### src/mspl_pkg.sv
package mspl_pkg;

	// Motor count and field widths
	localparam int NUM_MOTORS = 3;
	localparam int MOTOR_W    = 2;
	localparam int POWER_W    = 8;
	localparam int ENC_W      = 32;
	localparam int TIME_W     = 32;

	// Configuration register widths
	localparam int DEAD_ZONE_W = 7;
	localparam int TIMEOUT_W   = 16;
	localparam int MOVE_W      = 20;

	// Stream word widths (padded to whole bytes)
	localparam int IN_DATA_W  = 80;
	localparam int OUT_DATA_W = 8;

	// APB address and data widths
	localparam int ADDR_W = 4;
	localparam int DATA_W = 32;

	// Register indexes
	localparam logic [1:0] REG_DEAD_ZONE = 2'd0;
	localparam logic [1:0] REG_TIMEOUT   = 2'd1;
	localparam logic [1:0] REG_MOVE      = 2'd2;

	// Register reset values
	localparam logic [DEAD_ZONE_W-1:0] DEAD_ZONE_RST = 7'd10;
	localparam logic [TIMEOUT_W-1:0]   TIMEOUT_RST   = 16'd150;
	localparam logic [MOVE_W-1:0]      MOVE_RST      = 20'd1000;

endpackage

### src/motor_stall_power_limiter_unit.sv
// Per-motor stall guard on requested motor power. A word is taken every clock
// cycle when the output side keeps up; each accepted word passes through one
// input register and one result register, with the stall decision between
// them. The per-motor arm flag and mark (time, encoder count)
// are updated at the same edge that loads the result, so a following word for
// the same motor sees the new mark. Power below dead_zone passes and disarms the
// motor; a timeout with no encoder move beyond significant_move forces power to
// zero and raises tuser. Motor index beyond the motor count passes unchanged.
module motor_stall_power_limiter_unit
	import mspl_pkg::*;
(
	input  logic                   clk,
	input  logic                   arst_n,
	// input stream
	input  logic                   s_tvalid,
	output logic                   s_tready,
	// fields from bit 0: motor_index[2], wanted_power[8], encoder_count[32],
	// now_ms[32], zero pad[6]
	input  logic [IN_DATA_W-1:0]   s_tdata,
	// output stream
	output logic                   m_tvalid,
	input  logic                   m_tready,
	// fields from bit 0: power_out[8]
	output logic [OUT_DATA_W-1:0]  m_tdata,
	// fields from bit 0: stalled[1]
	output logic                   m_tuser,
	// configuration port
	input  logic                   psel,
	input  logic                   penable,
	input  logic                   pwrite,
	input  logic [ADDR_W-1:0]      paddr,
	input  logic [DATA_W-1:0]      pwdata,
	output logic [DATA_W-1:0]      prdata,
	output logic                   pready
);

	// Configuration registers
	logic [DEAD_ZONE_W-1:0] dead_zone_q;
	logic [TIMEOUT_W-1:0]   timeout_q;
	logic [MOVE_W-1:0]      move_q;

	// Per-motor state
	logic [NUM_MOTORS-1:0]  armed_q;
	logic [TIME_W-1:0]      mark_time_q [NUM_MOTORS];
	logic [ENC_W-1:0]       mark_enc_q  [NUM_MOTORS];

	// Input stage
	logic                   valid_s1;
	logic [MOTOR_W-1:0]     motor_s1;
	logic [POWER_W-1:0]     power_s1;
	logic [ENC_W-1:0]       enc_s1;
	logic [TIME_W-1:0]      now_s1;

	// Result stage
	logic                   valid_s2;
	logic [POWER_W-1:0]     power_s2;
	logic                   stalled_s2;

	// Decision logic
	logic                   advance;
	logic                   in_range;
	logic [NUM_MOTORS-1:0]  hit;
	logic                   cur_armed;
	logic [TIME_W-1:0]      cur_time;
	logic [ENC_W-1:0]       cur_enc;
	logic [POWER_W-1:0]     mag;
	logic                   below;
	logic signed [ENC_W:0]  enc_diff;
	logic [ENC_W:0]         enc_dist;
	logic                   moved;
	logic [TIME_W-1:0]      elapsed;
	logic                   timed_out;
	logic                   do_arm;
	logic                   do_mark;
	logic                   do_stall;
	logic                   cfg_wr;

	// APB access
	assign pready = 1'b1;
	assign cfg_wr = psel & penable & pwrite;

	always_ff @(posedge clk or negedge arst_n) begin
		if (!arst_n) begin
			dead_zone_q <= DEAD_ZONE_RST;
			timeout_q   <= TIMEOUT_RST;
			move_q      <= MOVE_RST;
		end else if (cfg_wr) begin
			unique case (paddr[3:2])
				REG_DEAD_ZONE: dead_zone_q <= pwdata[DEAD_ZONE_W-1:0];
				REG_TIMEOUT:   timeout_q   <= pwdata[TIMEOUT_W-1:0];
				REG_MOVE:      move_q      <= pwdata[MOVE_W-1:0];
				default: ;
			endcase
		end
	end

	always_comb begin
		unique case (paddr[3:2])
			REG_DEAD_ZONE: prdata = {{(DATA_W-DEAD_ZONE_W){1'b0}}, dead_zone_q};
			REG_TIMEOUT:   prdata = {{(DATA_W-TIMEOUT_W){1'b0}}, timeout_q};
			REG_MOVE:      prdata = {{(DATA_W-MOVE_W){1'b0}}, move_q};
			default:       prdata = '0;
		endcase
	end

	// Handshake: the result stage frees up when empty or being taken
	assign advance  = !valid_s2 || m_tready;
	assign s_tready = !valid_s1 || advance;

	always_ff @(posedge clk or negedge arst_n) begin
		if (!arst_n) begin
			valid_s1 <= 1'b0;
		end else if (s_tready) begin
			valid_s1 <= s_tvalid;
		end
	end

	// Capture the input word
	always_ff @(posedge clk) begin
		if (s_tvalid && s_tready) begin
			motor_s1 <= s_tdata[1:0];
			power_s1 <= s_tdata[9:2];
			enc_s1   <= s_tdata[41:10];
			now_s1   <= s_tdata[73:42];
		end
	end

	// Select the addressed motor's state
	always_comb begin
		cur_armed = 1'b0;
		cur_time  = '0;
		cur_enc   = '0;
		for (int i = 0; i < NUM_MOTORS; i++) begin
			hit[i] = (motor_s1 == MOTOR_W'(i));
			if (hit[i]) begin
				cur_armed = armed_q[i];
				cur_time  = mark_time_q[i];
				cur_enc   = mark_enc_q[i];
			end
		end
		in_range = |hit;
	end

	// Power magnitude, encoder distance and elapsed time
	always_comb begin
		mag       = power_s1[POWER_W-1] ? POWER_W'(-power_s1) : power_s1;
		below     = mag < {1'b0, dead_zone_q};
		enc_diff  = $signed({enc_s1[ENC_W-1], enc_s1}) - $signed({cur_enc[ENC_W-1], cur_enc});
		enc_dist  = enc_diff[ENC_W] ? (ENC_W+1)'(-enc_diff) : enc_diff;
		moved     = enc_dist > {{(ENC_W+1-MOVE_W){1'b0}}, move_q};
		elapsed   = now_s1 - cur_time;
		timed_out = elapsed > {{(TIME_W-TIMEOUT_W){1'b0}}, timeout_q};
		do_arm    = in_range && !below && !cur_armed;
		do_mark   = in_range && !below && cur_armed && moved;
		do_stall  = in_range && !below && cur_armed && !moved && timed_out;
	end

	// Update per-motor state as the word moves to the result stage
	always_ff @(posedge clk or negedge arst_n) begin
		if (!arst_n) begin
			armed_q <= '0;
			for (int i = 0; i < NUM_MOTORS; i++) begin
				mark_time_q[i] <= '0;
				mark_enc_q[i]  <= '0;
			end
		end else if (valid_s1 && advance) begin
			for (int i = 0; i < NUM_MOTORS; i++) begin
				if (hit[i]) begin
					if (below) begin
						armed_q[i] <= 1'b0;
					end else if (do_arm) begin
						armed_q[i] <= 1'b1;
					end
					if (do_arm || do_mark) begin
						mark_time_q[i] <= now_s1;
						mark_enc_q[i]  <= enc_s1;
					end
				end
			end
		end
	end

	// Result stage
	always_ff @(posedge clk or negedge arst_n) begin
		if (!arst_n) begin
			valid_s2 <= 1'b0;
		end else if (advance) begin
			valid_s2 <= valid_s1;
		end
	end

	always_ff @(posedge clk) begin
		if (advance && valid_s1) begin
			power_s2   <= do_stall ? '0 : power_s1;
			stalled_s2 <= do_stall;
		end
	end

	assign m_tvalid = valid_s2;
	assign m_tdata  = power_s2;
	assign m_tuser  = stalled_s2;

	// A stalled word always carries zero power
	a_stall_zero: assert property (@(posedge clk) disable iff (!arst_n)
		m_tvalid && m_tuser |-> m_tdata == '0)
		else $error("stalled word with nonzero power");

	// Input stage is never overwritten while it holds a word that cannot move
	a_no_overrun: assert property (@(posedge clk) disable iff (!arst_n)
		valid_s1 && !advance |-> !s_tready)
		else $error("input accepted while input stage blocked");

	// A powered request on an unarmed motor arms it
	a_arm: assert property (@(posedge clk) disable iff (!arst_n)
		valid_s1 && advance && do_arm |=> armed_q[$past(motor_s1)])
		else $error("motor not armed after arming step");

	// A request below the dead zone disarms the motor
	a_disarm: assert property (@(posedge clk) disable iff (!arst_n)
		valid_s1 && advance && in_range && below |=> !armed_q[$past(motor_s1)])
		else $error("motor still armed after unpowered request");

	// Stalling only happens on an armed motor
	a_stall_armed: assert property (@(posedge clk) disable iff (!arst_n)
		valid_s1 && do_stall |-> cur_armed && in_range)
		else $error("stall on unarmed motor");

endmodule

### config.mk
export PLATFORM = sky130hd
export DESIGN_NAME = motor_stall_power_limiter_unit
export DESIGN_NICKNAME = d
export VERILOG_FILES = /design/src/mspl_pkg.sv /design/src/motor_stall_power_limiter_unit.sv
export SDC_FILE = /design/constraint.sdc
export NUM_CORES = 1
export LEC_CHECK = 0
export BUFFER_PORTS_ARGS = -buffer_cell sky130_fd_sc_hd__buf_2
export CAP_MARGIN = 0
export CORE_MARGIN = 8
export CORE_UTILIZATION = 35
export CTS_BUF_LIST = sky130_fd_sc_hd__clkbuf_4 sky130_fd_sc_hd__clkbuf_8
export CTS_CLUSTER_SIZE = 14
export DETAILED_ROUTE_END_ITERATION = 8
export HOLD_SLACK_MARGIN = 0.1
export PLACE_DENSITY_LB_ADDON = 0.15
export SYNTH_ARGS = -nofsm -noshare
export SYNTH_HDL_FRONTEND = slang
export SYNTH_SLANG_ARGS = --single-unit
### constraint.sdc
create_clock -name clk -period 7.8 [get_ports clk]
set_clock_uncertainty 0.1 [all_clocks]
set_input_delay 0.78 -clock clk [delete_from_list [all_inputs] [get_ports clk]]
set_output_delay 0.78 -clock clk [all_outputs]
set_load 0.1 [all_outputs]
# == After elaboration in Yosys (flattened, before gate mapping) ==
# Cells that the tools add are included.
# classes
add_sub_neg,4
n_lt_le_gt_ge,3
eq_ne,4
muxes,14
n_bitwise,2
reduce_logical,29
# ops
op,n
two-way mux 32 bit,6
one-hot mux 20 bit (3 select lines),1
greater-than comparator 33 x 20 -> 1 bit,1
two-way mux 33 bit,1
negation 33 bit,1
subtractor 32 x 32 -> 33 bit,1
greater-than comparator 32 x 16 -> 1 bit,1
subtractor 32 bit,1
AND reduction 3 bit,6
logical AND 1 bit,8
less-than comparator 8 x 7 -> 1 bit,1
two-way mux 8 bit,1
negation 8 bit,1
AND reduction 2 bit,3
zero test 1 bit,5
two-way mux 1 bit,5
equality test 2 x 1 -> 1 bit (second input constant),2
equality test 2 bit (second input constant),2
zero test 2 bit,2
logical OR 1 bit,3
OR reduction 3 bit,1
bitwise AND 1 bit,2
nonzero test 2 bit,1
# word_totals
reg_bits,323
inputBits,123
out_inout_bits,44
word_cells,76

# == Logic depth before layout (Yosys ltp) ==
# depth
depth_word,11
ltp_mapped,33

# == Worst setup path before layout ==
# Ideal clock, no wire load.
# synth_path
kind,reg-to-reg
from,register motor_s1[0]
to,register mark_enc_q[75] (netlist name)
setup_ns,0.125
arrival_time_ns,7.444
t_required_ns,7.575
setup_slack_ns,0.132
stages_incl_launch_ff,28
path_buffers,5
period_less_slack_ns,7.668
path_cell_list,edfxtp_1 clkbuf_1 clkbuf_1 buf_1 mux2i_1 o21ai_0 ha_1 fa_1 nand2b_1 a21oi_1 o21ai_0 xnor2_1 or4b_4 or4_1 buf_2 o31ai_1 xor2_1 ha_1 a21o_1 a2111oi_0 o31ai_1 o221ai_1 nand2_1 nor4_1 nand4_1 o311ai_4 buf_6 mux2_2
# synth_via
elab_chain_cells,11
# synth_lines
item,line,rtl
"start, declared",motor_stall_power_limiter_unit.sv:49,logic [MOTOR_W-1:0] motor_s1;
"start signal, assigned",motor_stall_power_limiter_unit.sv:121,motor_s1 <= s_tdata[1:0];
zero test 2 bit,motor_stall_power_limiter_unit.sv:134,hit[i] = (motor_s1 == MOTOR_W'(i));
two-way mux 32 bit (3 in a row),motor_stall_power_limiter_unit.sv:135,if (hit[i]) begin
subtractor 32 x 32 -> 33 bit,motor_stall_power_limiter_unit.sv:148,"enc_diff = $signed({enc_s1[ENC_W-1], enc_s1}) - $signed({cur_enc[ENC_W-1], cur_enc});"
negation 33 bit,motor_stall_power_limiter_unit.sv:149,enc_dist = enc_diff[ENC_W] ? (ENC_W+1)'(-enc_diff) : enc_diff;
two-way mux 33 bit,motor_stall_power_limiter_unit.sv:149,
greater-than comparator 33 x 20 -> 1 bit,motor_stall_power_limiter_unit.sv:150,"moved = enc_dist > {{(ENC_W+1-MOVE_W){1'b0}}, move_q};"
logical AND 1 bit,motor_stall_power_limiter_unit.sv:154,do_mark = in_range && !below && cur_armed && moved;
logical OR 1 bit,motor_stall_power_limiter_unit.sv:174,if (do_arm || do_mark) begin
AND reduction 3 bit (no source line) (*),--,
"end signal, assigned by index",motor_stall_power_limiter_unit.sv:176,mark_enc_q[i] <= enc_s1;
"end, declared",motor_stall_power_limiter_unit.sv:45,logic [ENC_W-1:0] mark_enc_q [NUM_MOTORS];
# Mark *: on every way between the ends. The rest lies on a longest branch, timed or not.
# A chain may end at the register's enable or synchronous reset.

# == Worst setup path in the final report ==
# layout_path
from,register motor_s1[0]
to,register mark_enc_q[69] (netlist name)
# The elaborated chain is that of the path after synthesis.

==> out/qor.yml <==
timing:
  setup_viol: 0
  rsz0062_at_grt: "no"
  tns_ns: 0
  drv_slew: 0
  fmax_mhz: 136
  fin_crit_sh_pct: 93.9
  hold_viol: 0
  slew_headroom_pct: 34.4
  worst-slew-pin-transition_ns: 0.979
  fin_crit_ns: 7.33
floorplanning:
  die_h_microns: 260
  initial_core_util_pct: 35.3
  row_count: 89
  dieWidth_microns: 260
  die-area_sq_um: 67400
  coreArea_sq_um: 58900
  io_pins: 167
layout:
  synthToLayoutAreaGrowth_pct: 14.4
  fill_cells: 5766
  fin_util_pct: 40.4
  drive_gt1_share_pct: 18.1
  nets: 2519
cts:
  clock_path_buffers: 3
  cts-buffers-inserted: 59
  worstSkewPairLatency_ns: 0.69
  clock_sinks: 323
  cts_tree: "built"
  cts.clk_slew.worst_paths_ns: 0.06
  clockRootBuffer: "clkbuf_8"
  h-tree-depth: 2
place:
  gp_congestion: 0.914
  dpl.hpwl_microns: 44000
  port_buffers: 133
outcome:
  status: "finished, final reports clean"
setup_path:
  critPathKind: "reg -> reg"
  path_common_cell: "buf_4"
  cpPeakStageDelay_ns: 0.59
  critPathLaunchType: "flip-flop"
  endpoint_kind: "flip-flop"
  critPathRequiredTime_ns: 8.24
  crit_fanout: 26
  critical_path_buf_inv_count: 5
  worst_path_max_delay_cell: "or4_1"
  path_delay_family: "compound AO/OA/AOI/OAI gates"
  arrival_ns: 7.76
detailed_routing:
  drt_first_pass_iters: 5
  drtIter0Drc: 1175
  wl_per_cell_microns: 19.9
  drc: 0
  via_per_inst: 5.52
  final_antenna_net_count: 0
  route.final.wire_length_microns: 61900
  vias: 17200
global_routing:
  grt_max_degree: 156
  grtUsageMet1_pct: 25.4
  grt_overflow: 0
  grt_usage_pct: 17.9
  grt_pass1_vias: 17400
  use_met2_pct: 28.2
  antenna_found_initial: 1
  grt_pass1_wl_microns: 98000
  grt_util_met3_pct: 2.72
  top_usage_layer: "met2"
power:
  leakagePower_uw: 0.00977
  power.density_nw_per_um2: 356
  seqPwrFrac_pct: 30.6
  ir_drop_mv: 0.169
  netSwitchingFraction_pct: 41.8
  power.internal_uw: 4930
  p_sw_uw: 3550
  finalPower_uw: 8480
  power.share.clock_pct: 21.6
  p_comb_share_pct: 47.8
synth:
  yosys.area.top_type: "dfrtp_1"
  ys_seq_area_share_pct: 41.0
  synthArstFlopShare_pct: 74.3
  synth_top_flop_cell: "dfrtp_1"
  synth_warnings: 0
  syn-cell-area_sq_um: 20800
  ys_ff_latch: 323
  synth_cells: 2166
  synthDistinctLibCells: 82
  synth-edff-count: 83
  synth_top_cell_area_share_pct: 27.5
  synth.area.top_cells: "dfrtp_1 (27%), edfxtp_1 (12%), ha_1 (6.4%)"
  synth.avg_cell_area_sq_um: 9.60
flow_run:
  cap_violations: 0
hold_path:
  min_path_type: "in -> reg"
## metal layers
metal | routed length (microns) | up-vias | part of all wire (%)
met1 | 30200 | 8467 | 49
met4 | 1190 | 0 | 1.9
met3 | 2930 | 77 | 4.7
met5 | 0 | - | 0
met2 | 27500 | 397 | 45
li1 | - | 8237 | -
## repair_timing
item,CTS,global route
hold buffers,1,0
setup buffers,3,5
resized for setup,0,5
endpoints found under the hold margin,85,0
pin swaps,0,2
endpoints found under the setup margin,48,136
## sequential cells by signal, indices dropped and copies added (netlist names)
signal / cells
mark_enc_q: 96
mark_time_q: 96
enc_s1: 32
now_s1: 32
move_q: 20
timeout_q: 16
m_tdata: 8
power_s1: 8
dead_zone_q: 7
armed_q: 3
motor_s1: 2
m_tuser: 1
m_tvalid: 1
valid_s1: 1
## through the flow
step           std cells  area (sq um)  hold WS [ns]  setup WS, ns
2_1_floorplan       2177         20800         0.350         0.132
3_3_place_gp        2990         22300         0.368         0.136
3_5_place_dp        2990         22300         0.377     -0.000399
4_1_cts             3106         23700         0.102         0.284
5_1_grt             3112         23800         0.118       0.00312
6_report            3112         23800         0.174         0.473
## final cells by class
| cell class | count | area, sq um | area share [%] |
|---|---|---|---|
| multi-input cells | 1638 | 11400 | 48.1 |
| flip-flops and latches | 323 | 8510 | 35.8 |
| repair buffers | 198 | 1270 | 5.32 |
| clock buffers | 85 | 1080 | 4.55 |
| well taps | 773 | 967 | 4.07 |
| clock inverters | 27 | 269 | 1.13 |
| inverters | 67 | 251 | 1.06 |
| diodes | 1 | 2.50 | 0.0105 |
## synth_stat cells, types with 14 or more instances
| library cell | count |
|---|---|
| dfrtp_1 | 228 |
| o21ai_0 | 175 |
| nand3_1 | 155 |
| a21oi_1 | 152 |
| nor2_1 | 134 |
| nand2_1 | 124 |
| clkbuf_1 | 111 |
| ha_1 | 107 |
| edfxtp_1 | 83 |
| mux2_2 | 80 |
| o211ai_1 | 80 |
| mux2i_1 | 79 |
| o21a_1 | 79 |
| inv_1 | 67 |
| mux2_1 | 61 |
| xnor2_1 | 33 |
| nor3_1 | 31 |
| a21o_1 | 29 |
| and2_1 | 29 |
| nand2b_1 | 21 |
| nand4_1 | 20 |
| xor2_1 | 19 |
| nor2b_1 | 18 |
| and3_1 | 16 |
| a211oi_1 | 15 |
| nor4_1 | 15 |
| or3_1 | 14 |
## final timing paths
check                       startpoint               to  slack, ns  depth (start not counted)
max                        motor_s1[0]   mark_enc_q[69]       0.47                         28
min                        s_tdata[69]       now_s1[27]       0.17                          1
max reg2reg                motor_s1[0]   mark_enc_q[69]       0.47                         28
min reg2reg                 armed_q[2]       armed_q[2]       0.39                          2
max in group asynchronous       arst_n  mark_time_q[23]       5.70                          3
min in group asynchronous       arst_n       move_q[19]       0.56                          2
## cell families (layout without fill, tap and decap cells)
logic type      Yosys count  in the layout  share of synthesized area [%]
fa+ha+maj               109            109                           6.63
xor+xnor                 52             52                           2.19
buf+inv                 216            377                           4.58
simple gates            616            616                           14.8
compound gates          628            628                           19.4
flops                   323            323                           41.0
other cells               2             14                         0.0361
mux                     220            220                           11.4
## placed cells by master, fill, tap and decap left out, drive strengths merged, types with 81 or more instances in the layout
| master | synthesis | layout |
|---|---|---|
| o211ai | 81 | 81 |
| mux2 | 141 | 141 |
| buf | 38 | 197 |
| dfrtp | 228 | 228 |
| ha | 107 | 107 |
| nor2 | 134 | 134 |
| clkbuf | 111 | 85 |
| nand2 | 124 | 124 |
| edfxtp | 83 | 83 |
| a21oi | 153 | 153 |
| o21ai | 177 | 177 |
| nand3 | 156 | 156 |
## worst register-to-register path, delay by kind of cell, from the launching register on
family          cells  cell delay, ns
fa+ha+maj           2            0.67
buf+inv             5            1.07
xor+xnor            1            0.22
flops               1            0.32
mux                 2            0.64
compound gates      9            2.14
simple gates        9            2.06
## power by group through the flow
stage                     logic, uW  registers [uW]  clock network (uW)
after floorplan                2930            2550                   0
after global placement         3910            2590                   0
after detailed placement       4000            2620                   0
after CTS                      4030            2590                1900
after global routing           4500            2660                1970
final                          4050            2590                1830
(Power assumes the default switching activity.)
